**src/hdl/evhp_pkg.sv**
```systemverilog
// ----------------------------------------------------------------------------
// evhp_pkg
// Shared types and constants for the Ethernet II / 802.1Q / QinQ header parser.
// ----------------------------------------------------------------------------
package evhp_pkg;

  localparam int MAC_W      = 48;
  localparam int WORD_W     = 16;
  localparam int BYTE_W     = 8;
  localparam int CNT_W      = 11;
  localparam int TAGS_W     = 2;
  localparam int HLEN_W     = 5;
  localparam int ST_W       = 3;
  localparam int CFG_ADDR_W = 2;
  localparam int CFG_DATA_W = 16;

  localparam logic [CNT_W-1:0] CNT_MAX = '1;

  // byte positions within the frame
  localparam logic [CNT_W-1:0] IDX_SRC_START = 11'd6;
  localparam logic [CNT_W-1:0] IDX_TYPE_START = 11'd12;
  localparam logic [CNT_W-1:0] IDX_FIRST_TYPE = 11'd13;
  localparam logic [CNT_W-1:0] IDX_OUTER_TCI = 11'd15;
  localparam logic [CNT_W-1:0] IDX_SECOND_TYPE = 11'd17;
  localparam logic [CNT_W-1:0] IDX_INNER_TCI = 11'd19;
  localparam logic [CNT_W-1:0] IDX_THIRD_TYPE = 11'd21;

  // minimum lengths per parse stage
  localparam logic [CNT_W-1:0] LEN_BASE       = 11'd14;
  localparam logic [CNT_W-1:0] LEN_OUTER_TCI  = 11'd16;
  localparam logic [CNT_W-1:0] LEN_OUTER_TYPE = 11'd18;
  localparam logic [CNT_W-1:0] LEN_INNER_TCI  = 11'd20;
  localparam logic [CNT_W-1:0] LEN_INNER_TYPE = 11'd22;

  localparam logic [HLEN_W-1:0] HLEN_UNTAGGED = 5'd14;
  localparam logic [HLEN_W-1:0] HLEN_ONE_TAG  = 5'd18;
  localparam logic [HLEN_W-1:0] HLEN_TWO_TAGS = 5'd22;

  localparam logic [TAGS_W-1:0] TAGS_NONE = 2'd0;
  localparam logic [TAGS_W-1:0] TAGS_ONE  = 2'd1;
  localparam logic [TAGS_W-1:0] TAGS_TWO  = 2'd2;

  localparam logic [WORD_W-1:0] VLAN_TPID_RST = 16'h8100;
  localparam logic [WORD_W-1:0] QINQ_TPID_RST = 16'h88A8;
  localparam logic [CNT_W-1:0]  MIN_FRAME_RST = 11'd14;

  typedef enum logic [ST_W-1:0] {
    ST_OK,
    ST_SHORT,
    ST_OUTER_CUT,
    ST_OUTER_TYPE_CUT,
    ST_INNER_CUT,
    ST_INNER_TYPE_CUT
  } status_t;

  typedef enum logic [CFG_ADDR_W-1:0] {
    CFG_VLAN_TPID,
    CFG_QINQ_TPID,
    CFG_MIN_FRAME
  } cfg_addr_t;

  typedef struct packed {
    logic [WORD_W-1:0] vlan_tpid;
    logic [WORD_W-1:0] qinq_tpid;
    logic [CNT_W-1:0]  min_frame_bytes;
  } cfg_t;

  typedef struct packed {
    logic [BYTE_W-1:0] frame_byte;
    logic              last_byte;
  } beat_t;

  typedef struct packed {
    logic [MAC_W-1:0]  dst_mac;
    logic [MAC_W-1:0]  src_mac;
    logic [WORD_W-1:0] ether_type;
    logic [TAGS_W-1:0] tag_count;
    logic [WORD_W-1:0] outer_tpid;
    logic [WORD_W-1:0] outer_tci;
    logic [WORD_W-1:0] inner_tpid;
    logic [WORD_W-1:0] inner_tci;
    logic [HLEN_W-1:0] hdr_bytes;
    status_t           status;
  } hdr_t;

endpackage

```
**src/hdl/evhp_if.sv**
```systemverilog
// ----------------------------------------------------------------------------
// evhp_if
// Channel interfaces: frame byte input, header result output, config writes.
// ----------------------------------------------------------------------------
interface evhp_in_if import evhp_pkg::*; ();
  logic              valid;
  logic              ready;
  logic [BYTE_W-1:0] frame_byte;
  logic              last_byte;

  modport source (output valid, output frame_byte, output last_byte, input ready);
  modport sink (input valid, input frame_byte, input last_byte, output ready);
endinterface

interface evhp_out_if import evhp_pkg::*; ();
  logic              valid;
  logic              ready;
  logic [MAC_W-1:0]  dst_mac;
  logic [MAC_W-1:0]  src_mac;
  logic [WORD_W-1:0] ether_type;
  logic [TAGS_W-1:0] tag_count;
  logic [WORD_W-1:0] outer_tpid;
  logic [WORD_W-1:0] outer_tci;
  logic [WORD_W-1:0] inner_tpid;
  logic [WORD_W-1:0] inner_tci;
  logic [HLEN_W-1:0] hdr_bytes;
  logic [ST_W-1:0]   status;

  modport source (
    output valid, output dst_mac, output src_mac, output ether_type, output tag_count,
    output outer_tpid, output outer_tci, output inner_tpid, output inner_tci,
    output hdr_bytes, output status, input ready
  );
  modport sink (
    input valid, input dst_mac, input src_mac, input ether_type, input tag_count,
    input outer_tpid, input outer_tci, input inner_tpid, input inner_tci,
    input hdr_bytes, input status, output ready
  );
endinterface

interface evhp_cfg_if import evhp_pkg::*; ();
  logic                  valid;
  logic                  ready;
  logic [CFG_ADDR_W-1:0] addr;
  logic [CFG_DATA_W-1:0] wdata;

  modport source (output valid, output addr, output wdata, input ready);
  modport sink (input valid, input addr, input wdata, output ready);
endinterface

```
**src/hdl/evhp_cfg_regs.sv**
```systemverilog
// ----------------------------------------------------------------------------
// evhp_cfg_regs
// Tag identifier and minimum frame length registers.
// ----------------------------------------------------------------------------
module evhp_cfg_regs import evhp_pkg::*; (
  input  logic                  clk,
  input  logic                  rst_n,
  input  logic                  wr_en,
  input  logic [CFG_ADDR_W-1:0] wr_addr,
  input  logic [CFG_DATA_W-1:0] wr_data,
  output cfg_t                  cfg
);

  cfg_t cfg_r;
  cfg_t cfg_nxt;

  always_comb begin
    cfg_nxt = cfg_r;
    if (wr_en) begin
      case (cfg_addr_t'(wr_addr))
        CFG_VLAN_TPID: cfg_nxt.vlan_tpid = wr_data;
        CFG_QINQ_TPID: cfg_nxt.qinq_tpid = wr_data;
        CFG_MIN_FRAME: cfg_nxt.min_frame_bytes = wr_data[CNT_W-1:0];
        default: cfg_nxt = cfg_r;
      endcase
    end
  end

  always_ff @(posedge clk) begin
    if (!rst_n) begin
      cfg_r.vlan_tpid       <= VLAN_TPID_RST;
      cfg_r.qinq_tpid       <= QINQ_TPID_RST;
      cfg_r.min_frame_bytes <= MIN_FRAME_RST;
    end else begin
      cfg_r <= cfg_nxt;
    end
  end

  assign cfg = cfg_r;

endmodule

```
**src/hdl/evhp_in_stage.sv**
```systemverilog
// ----------------------------------------------------------------------------
// evhp_in_stage
// Input register for one byte beat; releases it when the parser can take it.
// ----------------------------------------------------------------------------
module evhp_in_stage import evhp_pkg::*; (
  input  logic  clk,
  input  logic  rst_n,
  input  logic  in_valid,
  output logic  in_ready,
  input  beat_t in_beat,
  input  logic  out_ok,
  output logic  proc,
  output beat_t beat
);

  logic  valid_r;
  logic  valid_nxt;
  beat_t beat_r;
  logic  take;

  // last beat needs a free result slot; other beats always drain
  assign proc     = valid_r && (!beat_r.last_byte || out_ok);
  assign in_ready = !valid_r || proc;
  assign take     = in_valid && in_ready;

  always_comb begin
    valid_nxt = valid_r;
    if (take) begin
      valid_nxt = 1'b1;
    end else if (proc) begin
      valid_nxt = 1'b0;
    end
  end

  always_ff @(posedge clk) begin
    if (!rst_n) begin
      valid_r <= 1'b0;
    end else begin
      valid_r <= valid_nxt;
    end
  end

  always_ff @(posedge clk) begin
    if (take) begin
      beat_r <= in_beat;
    end
  end

  assign beat = beat_r;

  a_hold_beat: assert property (@(posedge clk) disable iff (!rst_n)
    valid_r && !proc |=> valid_r && $stable(beat_r))
    else $error("held beat changed while stalled");

endmodule

```
**src/hdl/evhp_capture.sv**
```systemverilog
// ----------------------------------------------------------------------------
// evhp_capture
// Frame byte counter, header field capture and end-of-frame result decode.
// ----------------------------------------------------------------------------
module evhp_capture import evhp_pkg::*; (
  input  logic  clk,
  input  logic  rst_n,
  input  cfg_t  cfg,
  input  logic  proc,
  input  beat_t beat,
  output hdr_t  res
);

  logic [CNT_W-1:0]  cnt_r, cnt_nxt;
  logic [MAC_W-1:0]  dst_r, dst_nxt;
  logic [MAC_W-1:0]  src_r, src_nxt;
  logic [WORD_W-1:0] word_r, word_nxt;
  logic [WORD_W-1:0] type1_r, type1_nxt;
  logic [WORD_W-1:0] otci_r, otci_nxt;
  logic [WORD_W-1:0] type2_r, type2_nxt;
  logic [WORD_W-1:0] itci_r, itci_nxt;
  logic [WORD_W-1:0] type3_r, type3_nxt;
  logic              tag1;
  logic              tag2;
  status_t           status;
  logic [TAGS_W-1:0] tags;
  logic [HLEN_W-1:0] hlen;

  always_comb begin
    word_nxt  = {word_r[BYTE_W-1:0], beat.frame_byte};
    dst_nxt   = dst_r;
    src_nxt   = src_r;
    type1_nxt = type1_r;
    otci_nxt  = otci_r;
    type2_nxt = type2_r;
    itci_nxt  = itci_r;
    type3_nxt = type3_r;
    if (cnt_r < IDX_SRC_START) begin
      dst_nxt = {dst_r[MAC_W-BYTE_W-1:0], beat.frame_byte};
    end else if (cnt_r < IDX_TYPE_START) begin
      src_nxt = {src_r[MAC_W-BYTE_W-1:0], beat.frame_byte};
    end
    if (cnt_r == IDX_FIRST_TYPE) type1_nxt = word_nxt;
    if (cnt_r == IDX_OUTER_TCI) otci_nxt = word_nxt;
    if (cnt_r == IDX_SECOND_TYPE) type2_nxt = word_nxt;
    if (cnt_r == IDX_INNER_TCI) itci_nxt = word_nxt;
    if (cnt_r == IDX_THIRD_TYPE) type3_nxt = word_nxt;
    cnt_nxt = (cnt_r == CNT_MAX) ? cnt_r : cnt_r + 1'b1;
  end

  assign tag1 = (type1_nxt == cfg.vlan_tpid) || (type1_nxt == cfg.qinq_tpid);
  assign tag2 = (type2_nxt == cfg.vlan_tpid) || (type2_nxt == cfg.qinq_tpid);

  // cnt_nxt is the frame length once this byte is counted
  always_comb begin
    status = ST_OK;
    tags   = TAGS_NONE;
    hlen   = HLEN_UNTAGGED;
    if (cnt_nxt < cfg.min_frame_bytes || cnt_nxt < LEN_BASE) begin
      status = ST_SHORT;
    end else if (tag1) begin
      if (cnt_nxt < LEN_OUTER_TCI) begin
        status = ST_OUTER_CUT;
      end else if (cnt_nxt < LEN_OUTER_TYPE) begin
        status = ST_OUTER_TYPE_CUT;
      end else if (tag2) begin
        if (cnt_nxt < LEN_INNER_TCI) begin
          status = ST_INNER_CUT;
        end else if (cnt_nxt < LEN_INNER_TYPE) begin
          status = ST_INNER_TYPE_CUT;
        end else begin
          tags = TAGS_TWO;
          hlen = HLEN_TWO_TAGS;
        end
      end else begin
        tags = TAGS_ONE;
        hlen = HLEN_ONE_TAG;
      end
    end
  end

  always_comb begin
    res        = '0;
    res.status = status;
    if (status == ST_OK) begin
      res.dst_mac   = dst_nxt;
      res.src_mac   = src_nxt;
      res.tag_count = tags;
      res.hdr_bytes = hlen;
      case (tags)
        TAGS_NONE: begin
          res.ether_type = type1_nxt;
        end
        TAGS_ONE: begin
          res.outer_tpid = type1_nxt;
          res.outer_tci  = otci_nxt;
          res.ether_type = type2_nxt;
        end
        TAGS_TWO: begin
          res.outer_tpid = type1_nxt;
          res.outer_tci  = otci_nxt;
          res.inner_tpid = type2_nxt;
          res.inner_tci  = itci_nxt;
          res.ether_type = type3_nxt;
        end
        default: res.ether_type = type1_nxt;
      endcase
    end
  end

  always_ff @(posedge clk) begin
    if (!rst_n) begin
      cnt_r <= '0;
    end else if (proc) begin
      cnt_r <= beat.last_byte ? '0 : cnt_nxt;
    end
  end

  // field registers are always rewritten within a frame before use
  always_ff @(posedge clk) begin
    if (proc) begin
      word_r  <= word_nxt;
      dst_r   <= dst_nxt;
      src_r   <= src_nxt;
      type1_r <= type1_nxt;
      otci_r  <= otci_nxt;
      type2_r <= type2_nxt;
      itci_r  <= itci_nxt;
      type3_r <= type3_nxt;
    end
  end

  a_cnt_clear: assert property (@(posedge clk) disable iff (!rst_n)
    proc && beat.last_byte |=> cnt_r == '0)
    else $error("byte count not cleared after frame end");

  a_cnt_sat: assert property (@(posedge clk) disable iff (!rst_n)
    proc && !beat.last_byte && cnt_r == CNT_MAX |=> cnt_r == CNT_MAX)
    else $error("byte count wrapped");

endmodule

```
**src/hdl/evhp_out_stage.sv**
```systemverilog
// ----------------------------------------------------------------------------
// evhp_out_stage
// Result register holding one header beat until the sink takes it.
// ----------------------------------------------------------------------------
module evhp_out_stage import evhp_pkg::*; (
  input  logic clk,
  input  logic rst_n,
  input  logic load,
  input  hdr_t res,
  input  logic out_ready,
  output logic out_valid,
  output logic out_ok,
  output hdr_t out_res
);

  logic valid_r;
  logic valid_nxt;
  hdr_t res_r;

  assign out_ok = !valid_r || out_ready;

  always_comb begin
    valid_nxt = valid_r;
    if (load) begin
      valid_nxt = 1'b1;
    end else if (out_ready) begin
      valid_nxt = 1'b0;
    end
  end

  always_ff @(posedge clk) begin
    if (!rst_n) begin
      valid_r <= 1'b0;
    end else begin
      valid_r <= valid_nxt;
    end
  end

  always_ff @(posedge clk) begin
    if (load) begin
      res_r <= res;
    end
  end

  assign out_valid = valid_r;
  assign out_res   = res_r;

  a_no_overwrite: assert property (@(posedge clk) disable iff (!rst_n)
    load |-> out_ok)
    else $error("result loaded over a pending beat");

endmodule

```
**src/hdl/ethernet_vlan_header_parser.sv**
```systemverilog
// ----------------------------------------------------------------------------
// ethernet_vlan_header_parser
// Ethernet II header parser with 802.1Q and QinQ tag capture.
// The decoded header is loaded into the result register when the last byte leaves the input register.
// Throughput: one byte per cycle; capture and decode are one combinational
// pass between the input register and the result register.
// A last byte waits in the input register while an untaken result is held.
// Reset: clears beat valids and the byte count; config returns to 0x8100,
// 0x88A8 and a 14-byte minimum.
// ----------------------------------------------------------------------------
module ethernet_vlan_header_parser import evhp_pkg::*; (
  input  logic           clk,
  input  logic           rst_n,
  evhp_in_if.sink        in_ch,
  evhp_out_if.source     out_ch,
  evhp_cfg_if.sink       cfg_ch
);

  cfg_t  cfg;
  beat_t in_beat;
  beat_t beat;
  logic  proc;
  logic  out_ok;
  hdr_t  res;
  hdr_t  out_res;

  assign cfg_ch.ready = 1'b1;

  evhp_cfg_regs u_cfg (
    .clk     (clk),
    .rst_n   (rst_n),
    .wr_en   (cfg_ch.valid),
    .wr_addr (cfg_ch.addr),
    .wr_data (cfg_ch.wdata),
    .cfg     (cfg)
  );

  assign in_beat.frame_byte = in_ch.frame_byte;
  assign in_beat.last_byte  = in_ch.last_byte;

  evhp_in_stage u_in (
    .clk      (clk),
    .rst_n    (rst_n),
    .in_valid (in_ch.valid),
    .in_ready (in_ch.ready),
    .in_beat  (in_beat),
    .out_ok   (out_ok),
    .proc     (proc),
    .beat     (beat)
  );

  evhp_capture u_cap (
    .clk   (clk),
    .rst_n (rst_n),
    .cfg   (cfg),
    .proc  (proc),
    .beat  (beat),
    .res   (res)
  );

  evhp_out_stage u_out (
    .clk       (clk),
    .rst_n     (rst_n),
    .load      (proc && beat.last_byte),
    .res       (res),
    .out_ready (out_ch.ready),
    .out_valid (out_ch.valid),
    .out_ok    (out_ok),
    .out_res   (out_res)
  );

  assign out_ch.dst_mac    = out_res.dst_mac;
  assign out_ch.src_mac    = out_res.src_mac;
  assign out_ch.ether_type = out_res.ether_type;
  assign out_ch.tag_count  = out_res.tag_count;
  assign out_ch.outer_tpid = out_res.outer_tpid;
  assign out_ch.outer_tci  = out_res.outer_tci;
  assign out_ch.inner_tpid = out_res.inner_tpid;
  assign out_ch.inner_tci  = out_res.inner_tci;
  assign out_ch.hdr_bytes  = out_res.hdr_bytes;
  assign out_ch.status     = out_res.status;

  a_hlen_tags: assert property (@(posedge clk) disable iff (!rst_n)
    out_ch.valid && out_res.status == ST_OK |->
      (out_res.tag_count == TAGS_NONE && out_res.hdr_bytes == HLEN_UNTAGGED) ||
      (out_res.tag_count == TAGS_ONE && out_res.hdr_bytes == HLEN_ONE_TAG) ||
      (out_res.tag_count == TAGS_TWO && out_res.hdr_bytes == HLEN_TWO_TAGS))
    else $error("header length does not match tag count");

  a_err_zero: assert property (@(posedge clk) disable iff (!rst_n)
    out_ch.valid && out_res.status != ST_OK |->
      out_res.hdr_bytes == '0 && out_res.tag_count == '0 &&
      out_res.dst_mac == '0 && out_res.ether_type == '0)
    else $error("error result carries header fields");

endmodule
```
**src/flat_wrapper.sv**
```systemverilog
// flat-port wrapper written by rule: the top's interface ports become plain ports
module ethernet_vlan_header_parser_flat import evhp_pkg::*;
  (clk, rst_n, in_ch_valid, in_ch_frame_byte, in_ch_last_byte, in_ch_ready, out_ch_valid, out_ch_dst_mac, out_ch_src_mac, out_ch_ether_type, out_ch_tag_count, out_ch_outer_tpid, out_ch_outer_tci, out_ch_inner_tpid, out_ch_inner_tci, out_ch_hdr_bytes, out_ch_status, out_ch_ready, cfg_ch_valid, cfg_ch_addr, cfg_ch_wdata, cfg_ch_ready);
  evhp_in_if in_ch_i ();
  evhp_out_if out_ch_i ();
  evhp_cfg_if cfg_ch_i ();
  input  logic clk;
  input  logic rst_n;
  input wire logic [$bits(in_ch_i.valid)-1:0] in_ch_valid;
  input wire logic [$bits(in_ch_i.frame_byte)-1:0] in_ch_frame_byte;
  input wire logic [$bits(in_ch_i.last_byte)-1:0] in_ch_last_byte;
  output wire logic [$bits(in_ch_i.ready)-1:0] in_ch_ready;
  output wire logic [$bits(out_ch_i.valid)-1:0] out_ch_valid;
  output wire logic [$bits(out_ch_i.dst_mac)-1:0] out_ch_dst_mac;
  output wire logic [$bits(out_ch_i.src_mac)-1:0] out_ch_src_mac;
  output wire logic [$bits(out_ch_i.ether_type)-1:0] out_ch_ether_type;
  output wire logic [$bits(out_ch_i.tag_count)-1:0] out_ch_tag_count;
  output wire logic [$bits(out_ch_i.outer_tpid)-1:0] out_ch_outer_tpid;
  output wire logic [$bits(out_ch_i.outer_tci)-1:0] out_ch_outer_tci;
  output wire logic [$bits(out_ch_i.inner_tpid)-1:0] out_ch_inner_tpid;
  output wire logic [$bits(out_ch_i.inner_tci)-1:0] out_ch_inner_tci;
  output wire logic [$bits(out_ch_i.hdr_bytes)-1:0] out_ch_hdr_bytes;
  output wire logic [$bits(out_ch_i.status)-1:0] out_ch_status;
  input wire logic [$bits(out_ch_i.ready)-1:0] out_ch_ready;
  input wire logic [$bits(cfg_ch_i.valid)-1:0] cfg_ch_valid;
  input wire logic [$bits(cfg_ch_i.addr)-1:0] cfg_ch_addr;
  input wire logic [$bits(cfg_ch_i.wdata)-1:0] cfg_ch_wdata;
  output wire logic [$bits(cfg_ch_i.ready)-1:0] cfg_ch_ready;
  assign in_ch_i.valid = in_ch_valid;
  assign in_ch_i.frame_byte = in_ch_frame_byte;
  assign in_ch_i.last_byte = in_ch_last_byte;
  assign in_ch_ready = in_ch_i.ready;
  assign out_ch_valid = out_ch_i.valid;
  assign out_ch_dst_mac = out_ch_i.dst_mac;
  assign out_ch_src_mac = out_ch_i.src_mac;
  assign out_ch_ether_type = out_ch_i.ether_type;
  assign out_ch_tag_count = out_ch_i.tag_count;
  assign out_ch_outer_tpid = out_ch_i.outer_tpid;
  assign out_ch_outer_tci = out_ch_i.outer_tci;
  assign out_ch_inner_tpid = out_ch_i.inner_tpid;
  assign out_ch_inner_tci = out_ch_i.inner_tci;
  assign out_ch_hdr_bytes = out_ch_i.hdr_bytes;
  assign out_ch_status = out_ch_i.status;
  assign out_ch_i.ready = out_ch_ready;
  assign cfg_ch_i.valid = cfg_ch_valid;
  assign cfg_ch_i.addr = cfg_ch_addr;
  assign cfg_ch_i.wdata = cfg_ch_wdata;
  assign cfg_ch_ready = cfg_ch_i.ready;
  ethernet_vlan_header_parser u_core (.clk(clk), .rst_n(rst_n), .in_ch(in_ch_i), .out_ch(out_ch_i), .cfg_ch(cfg_ch_i));
endmodule
```
**config.mk**
```make
export PLATFORM = sky130hd
export DESIGN_NAME = ethernet_vlan_header_parser_flat
export DESIGN_NICKNAME = d
export VERILOG_FILES = /design/src/hdl/evhp_pkg.sv /design/src/hdl/evhp_if.sv /design/src/hdl/evhp_cfg_regs.sv /design/src/hdl/evhp_in_stage.sv /design/src/hdl/evhp_capture.sv /design/src/hdl/evhp_out_stage.sv /design/src/hdl/ethernet_vlan_header_parser.sv /design/src/flat_wrapper.sv
export SDC_FILE = /design/constraint.sdc
export NUM_CORES = 1
export LEC_CHECK = 0
export BUFFER_PORTS_ARGS = -buffer_cell sky130_fd_sc_hd__buf_2
export CAP_MARGIN = 10
export CORE_MARGIN = 2
export CORE_UTILIZATION = 40
export CTS_CLUSTER_SIZE = 14
export DETAILED_ROUTE_END_ITERATION = 12
export GPL_TIMING_DRIVEN = 1
export PLACE_DENSITY = 0.57
export SLEW_MARGIN = 25
export SYNTH_ARGS = -nofsm -noshare
export SYNTH_HDL_FRONTEND = slang
export SYNTH_SLANG_ARGS = --single-unit
```
**constraint.sdc**
```tcl
create_clock -name clk -period 22.3 [get_ports clk]
set_clock_uncertainty 0.2 [all_clocks]
set_input_delay 1.115 -clock clk [delete_from_list [all_inputs] [get_ports clk]]
set_output_delay 1.115 -clock clk [all_outputs]
set_load 0.02 [all_outputs]
```
== Word level (Yosys, flattened, before mapping) ==
Cells that the tools add are included.
Storage, ports and cells
  bits of input ports: 32
  register bits after elaboration: 435
  word-level logic and storage cells: 114
Operators by class
  reduce and logical (&&, ||, !) cells: 24
  mux-type cells: 36
  bitwise gates (word level): 3
  order comparisons: 8
  add/sub/neg operators: 1
  equality and inequality tests: 14
Operators by type and width (number)
  48-bit 2-to-1 mux: 3
  16-bit 2-to-1 mux: 5
  16-bit equality test: 4
  11-bit by 5-bit < comparator with 1-bit output, second input constant: 4
  11-bit by 5-bit equality test with 1-bit output, second input constant: 3
  16-bit case mux with 2 select lines: 1
  11-bit by 4-bit equality test with 1-bit output, second input constant: 2
  11-bit by 4-bit < comparator with 1-bit output, second input constant: 2
  11-bit 2-to-1 mux: 2
  3-bit 2-to-1 mux: 7
  4-bit 2-to-1 mux: 4
  5-bit 2-to-1 mux: 3
  2-bit 2-to-1 mux: 7
  11-bit by 1-bit adder with 11-bit output, second input constant: 1
  11-bit equality test, second input constant: 1
  11-bit < comparator: 1
  11-bit by 3-bit < comparator with 1-bit output, second input constant: 1
  2-bit AND reduction: 5
  7-bit OR reduction: 1
  1-bit logical OR: 6
  5-bit OR reduction: 1
  2-bit by 1-bit equality test with 1-bit output, second input constant: 2
  2-bit equality test, second input constant: 2
  1-bit 2-to-1 mux: 4
  other kinds (7): 14

== Logic depth before layout (Yosys ltp) ==
Gate-level depths: netlist (run 1).
  word-level depth: 13
  gate-level depth with buffers: 25
  depth with buffers taken out: 20

== Hierarchy ==
From an unflattened synthesis (run 1), not the netlist that was laid out.
Second synthesis, totals
  cell total of the unflattened synthesis: 1469
  area total of the unflattened synthesis: 19663.9 um^2
By module, submodules not included
  evhp_capture: cells each 1089, times used 1, area an instance 11949.0 um^2, sequential area each 5745.5 um^2
  evhp_out_stage: cells each 190, times used 1, area an instance 5634.2 um^2, sequential area each 5605.4 um^2
  evhp_cfg_regs: cells each 171, times used 1, area an instance 1717.9 um^2, sequential area each 860.8 um^2
  evhp_in_stage: cells each 16, times used 1, area an instance 345.3 um^2, sequential area each 290.3 um^2
  ethernet_vlan_header_parser: cells each 3, times used 1, area an instance 17.5 um^2, sequential area each 0.0 um^2

== Worst setup path after synthesis (run 1) ==
No wires, ideal clock.
  path type: input -> register
  start point: in out_ch_ready
  end point: reg u_core.u_out.res_r (netlist bit u_core.u_out.out_res[0]) (enable)
  slack: 12.094 ns
  required time: 21.363 ns
  arrival time: 9.269 ns
  library setup time: 0.737 ns
  buffers on the path: 1
  cell stages on the path: 5
  cell sequence: nor2b_1 -> nand2_1 -> nand2_1 -> clkbuf_1 -> nor2_1
On the way
  word-level cells in the longest chain between the ends: 4
Ends and longest elaborated chain
  start: declaration: line flat_wrapper.sv:24  | input wire logic [$bits(out_ch_i.ready)-1:0] out_ch_ready;
  1-bit logical OR: line evhp_out_stage.sv:20  | assign out_ok = !valid_r || out_ready;
  1-bit logical OR: line evhp_in_stage.sv:22  | assign proc = valid_r && (!beat_r.last_byte || out_ok);
  1-bit logical AND: line evhp_in_stage.sv:22
  1-bit logical AND: line ethernet_vlan_header_parser.sv:64  | .load (proc && beat.last_byte),
  net u_core.u_out.load: line evhp_out_stage.sv:8  | input logic load,
  end signal: assignment: line evhp_out_stage.sv:41  | res_r <= res;
  end: declaration: line evhp_out_stage.sv:18  | hdr_t res_r;
The timed path passes the listed nets, and every way through them passes these cells.
A chain may end at the register's enable or synchronous reset.

== Worst setup path in the final report (run 1) ==
  start point: reg u_core.u_cap.cnt_r[0]
  end point: reg u_core.u_out.res_r (netlist bit u_core.u_out.out_res[86]), data pin
On the way
  word-level cells in the longest chain between the ends: 12
  elaborated cells between the ends (all ways): 40
Ends and longest elaborated chain
  start: declaration: line evhp_capture.sv:14  | logic [CNT_W-1:0] cnt_r, cnt_nxt;
  start signal: assignment: line evhp_capture.sv:115  | cnt_r <= beat.last_byte ? '0 : cnt_nxt;
  11-bit by 1-bit adder with 11-bit output / 11-bit equality test (equally long branches): line evhp_capture.sv:48  | cnt_nxt = (cnt_r == CNT_MAX) ? cnt_r : cnt_r + 1'b1;
  11-bit 2-to-1 mux: line evhp_capture.sv:48
  11-bit by 5-bit < comparator with 1-bit output: line evhp_capture.sv:69  | end else if (cnt_nxt < LEN_INNER_TYPE) begin
  2-bit 2-to-1 mux: line evhp_capture.sv:69
  2-bit 2-to-1 mux: line evhp_capture.sv:67  | if (cnt_nxt < LEN_INNER_TCI) begin
  2-bit 2-to-1 mux: line evhp_capture.sv:66  | end else if (tag2) begin
  2-bit 2-to-1 mux: line evhp_capture.sv:64  | end else if (cnt_nxt < LEN_OUTER_TYPE) begin
  2-bit 2-to-1 mux: line evhp_capture.sv:62  | if (cnt_nxt < LEN_OUTER_TCI) begin
  2-bit 2-to-1 mux: line evhp_capture.sv:61  | end else if (tag1) begin
  2-bit 2-to-1 mux: line evhp_capture.sv:59  | if (cnt_nxt < cfg.min_frame_bytes || cnt_nxt < LEN_BASE) begin
  2-bit equality test / 2-bit by 1-bit equality test with 1-bit output (equally long branches): line evhp_capture.sv:90  | case (tags)
  16-bit case mux with 2 select lines: line evhp_capture.sv:90
Parallel ways exist; a longest one is shown, timed or not.

==> impl_metrics.ini, run 1 <==
[power]
power_frac_clock_pct = 44.4
total_power_uw = 1750
p_switching_uw = 382
cell_internal_pwr_uw = 1370
power_frac_comb_pct = 3.6
switching_share_pct = 21.8
powerDensity_nw_per_um2 = 78.6
p_seq_share_pct = 52.0
leakage_uw = 0.00778
ir_worst_vdd_uv = 50.3

[sta]
fin_setup_tns_ns = 0
min_period_ns = 5.95
tightest_slew_ns = 1.11
timing.final.crit_share_pct = 26.7
finalHoldViolCount = 0
max_freq_mhz = 168
relSlewSlack_pct = 25.5
setup_violations = 0
hold_ws_ns = 0.255
rsz0062_at_grt = false
slew_viol_final = 0

[floorplanning]
core_sq_um = 47500
die_x_microns = 223
dieHeight_microns = 223
io_pins = 221
floorplan.die_area_sq_um = 49700
rows = 80
initial_utilization_pct = 40.4

[logic_synthesis]
synth_seq_cells = 434
synthesis.area_sq_um = 19200
ys_seq_area_share_pct = 65.0
async_flop_share_pct = 0
avgSynthCellArea_sq_um = 13.3
synth_warnings = 0
yosysTopAreaCellShare_pct = 59.2
synth.distinct_cells = 76
synth_nets = 1486
yosysTopAreaCell = edfxtp_1
synth-edff-count = 378
synth_area_leaders = edfxtp_1 (59%), mux2_2 (8.2%), dfxtp_1 (5.8%)
postSynthCellCount = 1441
synth_ff_type = edfxtp_1

[place]
dpl_cell_area_sq_um = 20800
hpwlAfterDp_microns = 36000
port-buffer-count = 218
finalWeightedCongestion = 0.929

[detailed_routing]
drt-pass1-iter-count = 5
vias = 12200
detail-route-antenna-nets = 0
wl_per_cell_microns = 23.2
postRouteWirelength_microns = 53000
routed_via_density = 5.33
route.detailed.drc = 0
drt_iter0_drc = 972

[setup_path]
r2r_slack_ns = 16.35
startpoint_type = register
arrival_ns = 6.05
path_max_fanout = 49
cp-end-kind = register
critPathKind = register to register
required_ns = 22.40

[final_layout]
final_layout_size_suffix_gt1_share_pct = 28.2
syn2layout_area_growth_pct = 16.3
diodes = 0
finalNetCount = 1673
stdcell_area_sq_um = 22300

[global_route]
antenna_found_initial = 0
grt_pass1_wl_microns = 77500
grt.total_usage_pct = 20.9
grt_overflow = 0
grt_pass1_vias = 11900
grt_max_degree = 134

[hold_path]
worst_hold_path_type = register to register

[cts]
cts_max_level = 2
clock_sinks = 434
post-cts-setup-buffers = 0
cts_buffers = 47
clk_latency_ns = 0.59
cts_root_buffer = clkbuf_16
cts_tree = built
cts_hold_buffers = 0
cts_resized = 0
clkTransAtPathRegs_ns = 0.06
clock_path_buffers = 3

[run_status]
outcome = finished clean

[job]
drv_cap = 0
==> layout make-up <==
| type | instances | area, sq um |
|---|---|---|
| tap | 615 | 769 |
| sequential | 434 | 12500 |
| inverter | 59 | 230 |
| fill | 4314 | 25200 |
| timing repair buffer | 235 | 1220 |
| clock inverter | 25 | 235 |
| clock buffer | 63 | 1300 |
| multi-input combinational | 851 | 6100 |
==> cell families after synthesis <==
logic type	Yosys count	share of synthesized area [%]
multiplexers	158	9.23
AND/OR/NAND/NOR	433	12.1
other	2	0.0391
buffers and inverters	156	3.35
adder cells (fa/ha/maj)	14	0.900
AO/OA/AOI/OAI	172	6.09
flip-flops	434	65.0
XOR/XNOR	72	3.29
==> cell usage after synthesis, types with 17 or more instances <==
cell type,count
a211oi_1,17
a21oi_1,56
a221oi_1,17
and2_1,100
and3_1,35
clkbuf_1,76
dfxtp_1,56
edfxtp_1,378
inv_1,56
mux2_2,139
nand2_1,141
nand3_1,18
nor2_1,30
nor3_1,24
nor3b_1,22
o21ai_0,21
xnor2_1,30
xor2_1,42
==> worst paths after layout <==
kind | startpoint | cells past startpoint | to
max | u_core.u_cap.cnt_r[0] | 19 | u_core.u_out.out_res[86]
min | u_core.u_cfg.cfg[6] | 2 | u_core.u_cfg.cfg[6]
max reg2reg | u_core.u_cap.cnt_r[0] | 19 | u_core.u_out.out_res[86]
min reg2reg | u_core.u_cfg.cfg[6] | 2 | u_core.u_cfg.cfg[6]
==> per-stage QoR <==
step,std cells,setup slack (ns),utilization [%]
after CTS,2282,16.38,46.9
after global routing,2282,15.92,46.9
final,2282,16.35,46.9
after detailed placement,2194,16.38,43.7
after floorplan,1441,12.09,-
after global placement,2194,16.50,43.7
==> placed cells by master, fill, tap and decap left out, drive strengths merged, types with 6 or more instances in the layout <==
cell type,Yosys,layout
a31oi,6,6
ha,13,13
nand2,141,141
o21ai,23,23
nor4,16,16
nor3,25,25
mux2i,19,19
a21oi,57,57
xnor2,30,30
a211oi,17,17
nand3,19,19
clkinv,1,22
mux2,139,139
and3,35,35
inv,58,58
o211ai,8,8
a221oi,17,17
and2,100,100
buf,21,235
edfxtp,378,378
nor2,30,30
nand4,13,13
xor2,42,42
a22oi,7,7
nor3b,22,22
nor2b,7,7
dfxtp,56,56
clkbuf,76,63
==> worst max-delay path, stage by stage (launching register included) <==
cell and delay (ns):
dfxtp_1 0.45, ha_1 0.36, nand4_1 0.17, or3b_1 0.62, nand4_1 0.20, xor2_1 0.26, inv_1 0.11, ha_1 0.29
o21a_1 0.12, o21a_1 0.11, o22ai_1 0.07, maj3_1 0.36, o211a_1 0.26, or3_1 0.49, or2_1 0.27, ha_2 0.49
buf_4 0.53, nor2_1 0.10, a21oi_1 0.13, nor2_1 0.05
==> state kept, by name (all words and copies together), names as in the netlist <==
register,cells
u_core.u_cap.type1_r,16
u_core.u_cfg.cfg,43
u_core.u_in.valid_r,1
u_core.u_cap.type2_r,16
u_core.u_cap.cnt_r,11
u_core.u_in.beat,9
u_core.u_cap.src_r,48
u_core.u_cap.itci_r,16
u_core.u_out.out_valid,1
u_core.u_out.out_res,185
u_core.u_cap.word_r,8
u_core.u_cap.otci_r,16
u_core.u_cap.type3_r,16
u_core.u_cap.dst_r,48
==> power by group through the flow <==
stage	logic (uW)	registers [uW]	clock network [uW]
finish	62.9	913	778
global route	68.1	914	829
CTS	63.8	912	799
detailed placement	63.7	930	0
global placement	63.1	929	0
floorplan	32.8	933	0
==> layer usage <==
metal  vias to the layer above  part of all wire (%)  GRT usage [%]
met2                       350                    45           32.4
li1                       5640                     -              -
met5                         -                     0              0
met4                         0                   2.9           6.78
met3                        83                   4.8           3.53
met1                      6093                    47           30.1
(Power assumes the default switching activity.)
==> run 2, diff against run 1 <==
ABC_AREA = 1   (was not set)
clock period = 5.8 ns   (was 22.3 ns; I/O delays follow)
==> impl_metrics.ini, run 2 <==
[run_status]
outcome = finished clean

[setup_path]
startpoint_type = register
cpPeakStageDelay_ns = 0.50
path_delay_family = simple AND/OR/NAND/NOR gates
worstReg2RegStart = u_core.u_cap.cnt_r[1]
worstReg2RegEnd = u_core.u_out.out_res[83]
r2r_slack_ns = 0.75
path_max_fanout = 48
cp_num_buf_inv = 3
critPathCapture = u_core.u_out.out_res[83]
crit_cells = 21
cp-end-kind = register
worstRegToRegCells = 21
arrival_ns = 5.23
crit_chain = inv_1, ha_1, nand3_2, nor2_4, nand2_2, nand2_1, nand2_1, nand2_1, nand2_1, nor2_1, nand2_1, nor2_1, nand2_1, a21oi_1, nand3_1, nor2_1, inv_1, ha_2, buf_4, a221oi_1, nor3_1
cp_slowest_cell = buf_4
required_ns = 5.98
cp_common_cell = nand2_1
cp-startpoint = u_core.u_cap.cnt_r[1]
critPathKind = register to register

[detailed_routing]
wl_per_cell_microns = 18.2
detail-route-antenna-nets = 0
route.detailed.drc = 0
drt_iter0_drc = 1125
drt-pass1-iter-count = 5
vias = 14500
postRouteWirelength_microns = 53700
routed_via_density = 4.90

[final_layout]
seq_area_sq_um = 12500
final_util_pct = 47.6
finalNetCount = 2296
diodes = 0
fill_cells = 4607
largest_reg_flops = 185
final_layout_size_suffix_gt1_share_pct = 17.0
syn2layout_area_growth_pct = 17.8
final_common_cell = nand2_1
mostFrequentLayoutCells = nand2_1 (411), edfxtp_1 (378), inv_1 (349)
multiInputGateArea_sq_um = 5440

[cts]
clock_path_buffers = 3
clk_latency_ns = 0.59
clock_sinks = 434
cts_resized = 0
cts_root_buffer = clkbuf_16
cts_buffers = 48
cts_tree = built
cts_max_level = 2
clkTransAtPathRegs_ns = 0.06
post-cts-setup-buffers = 0

[power]
power_frac_comb_pct = 4.3
power_frac_clock_pct = 43.4
cell_internal_pwr_uw = 5220
switching_share_pct = 22.3
leakage_uw = 0.0105
powerDensity_nw_per_um2 = 289
p_switching_uw = 1500
p_seq_share_pct = 52.3
ir_worst_vdd_uv = 208

[sta]
rsz0062_at_grt = false
setup_violations = 0
finalHoldViolCount = 0
slew_viol_final = 0
tightest_slew_ns = 1.00
timing.final.crit_share_pct = 87.1
max_freq_mhz = 198
setup_ws_ns = 0.751
relSlewSlack_pct = 33.2
min_period_ns = 5.05

[hold_path]
worst_hold_path_type = input pin to register
min_from = cfg_ch_valid

[floorplanning]
floorplan.die_area_sq_um = 51000
initial_utilization_pct = 40.4
io_pins = 221
die_x_microns = 226
core_sq_um = 48700
dieHeight_microns = 226
rows = 81

[logic_synthesis]
synth_ff_type = edfxtp_1
synth_seq_cells = 434
synth.distinct_cells = 41
avgSynthCellArea_sq_um = 9.76
synth_warnings = 0
postSynthCellCount = 2018
synth.most_common_cell = nand2_1
netlist_top_cells_count = nand2_1 (414), edfxtp_1 (378), inv_1 (352), nor2_1 (183), o21ai_0 (180)
synth_area_leaders = edfxtp_1 (58%), nand2_1 (7.9%), inv_1 (6.7%)
yosysTopAreaCellShare_pct = 57.6
ys_seq_area_share_pct = 63.3
yosysTopAreaCell = edfxtp_1
synthesis.area_sq_um = 19700
synth_nets = 2063
synth-edff-count = 378
async_flop_share_pct = 0

[global_route]
grt_overflow = 0
antenna_found_initial = 0
grt_pass1_vias = 13600
grt_max_degree = 167
grt.total_usage_pct = 20.8
grt_pass1_wl_microns = 80100

[place]
place_ws_ns = 0.826
hpwlAfterDp_microns = 36300
port-buffer-count = 218
finalWeightedCongestion = 0.901

[job]
drv_cap = 0
==> run 2: worst min path at each step <==
stage / endpoint / slack [ns] / depth (start not counted)
finish: u_core.u_cfg.cfg[14] / 0.09 / 5
global route: u_core.u_cfg.cfg[14] / 0.10 / 5
CTS: u_core.u_cfg.cfg[14] / 0.05 / 5
detailed placement: u_core.u_cfg.cfg[4] / 0.27 / 2
global placement: u_core.u_cfg.cfg[4] / 0.27 / 2
floorplan: u_core.u_in.beat[0] / 0.19 / 0
==> run 2: through the flow <==
step	hold WS [ns]	setup TNS [ns]	instance area [sq um]	power, uW	instances
final	0.0864	0	23200	6720	2953
after global routing	0.100	0	23200	6930	2953
after global placement	0.267	0	21400	3850	2831
after floorplan	0.189	-240.74	19700	3740	2018
after CTS	0.0545	0	23200	6790	2953
after detailed placement	0.270	0	21400	3850	2831
==> run 2: kinds of logic (layout without fill, tap and decap cells) <==
family / count (synthesis) / in the layout / synth area share (%)
other: 2 / 2 / 0.0381
adder cells (fa/ha/maj): 13 / 13 / 0.826
AND/OR/NAND/NOR: 860 / 860 / 19.4
XOR/XNOR: 3 / 3 / 0.133
buffers and inverters: 445 / 716 / 9.11
flip-flops: 434 / 434 / 63.3
AO/OA/AOI/OAI: 261 / 261 / 7.16
==> run 2: what timing repair did <==
item                                   CTS  global route
endpoints found under the hold margin   54             0
hold buffers                            34             0
setup endpoints to repair                0             0
==> run 2: metal layers <==
metal	track usage, %	wire [microns]	up-vias
met4	6.96	1430	0
met5	0	0	-
met3	3.17	3430	82
li1	-	-	7104
met1	28.8	23700	6794
met2	33.4	25200	491
==> run 2: layout make-up <==
type | instances | share of cell area [%]
well taps | 664 | 3.58
clock inverters | 26 | 0.787
multi-input cells | 1139 | 23.5
repair buffers | 268 | 6.95
inverters | 360 | 5.85
flip-flops and latches | 434 | 53.7
clock buffers | 62 | 5.63
==> run 2: power groups by stage <==
| stage | Sequential [uW] | Combinational [uW] | Clock [uW] |
|---|---|---|---|
| 2_1_floorplan | 3600 | 142 | 0 |
| 3_5_place_dp | 3580 | 274 | 0 |
| 6_report | 3510 | 288 | 2910 |
| 4_1_cts | 3510 | 292 | 2990 |
| 5_1_grt | 3520 | 321 | 3090 |
| 3_3_place_gp | 3580 | 271 | 0 |
==> run 2: tightest hold or removal path: stages <==
cell and delay (ns):
buf_2 0.10, inv_1 0.06, nor3_1 0.05, buf_4 0.18, o211ai_1 0.16
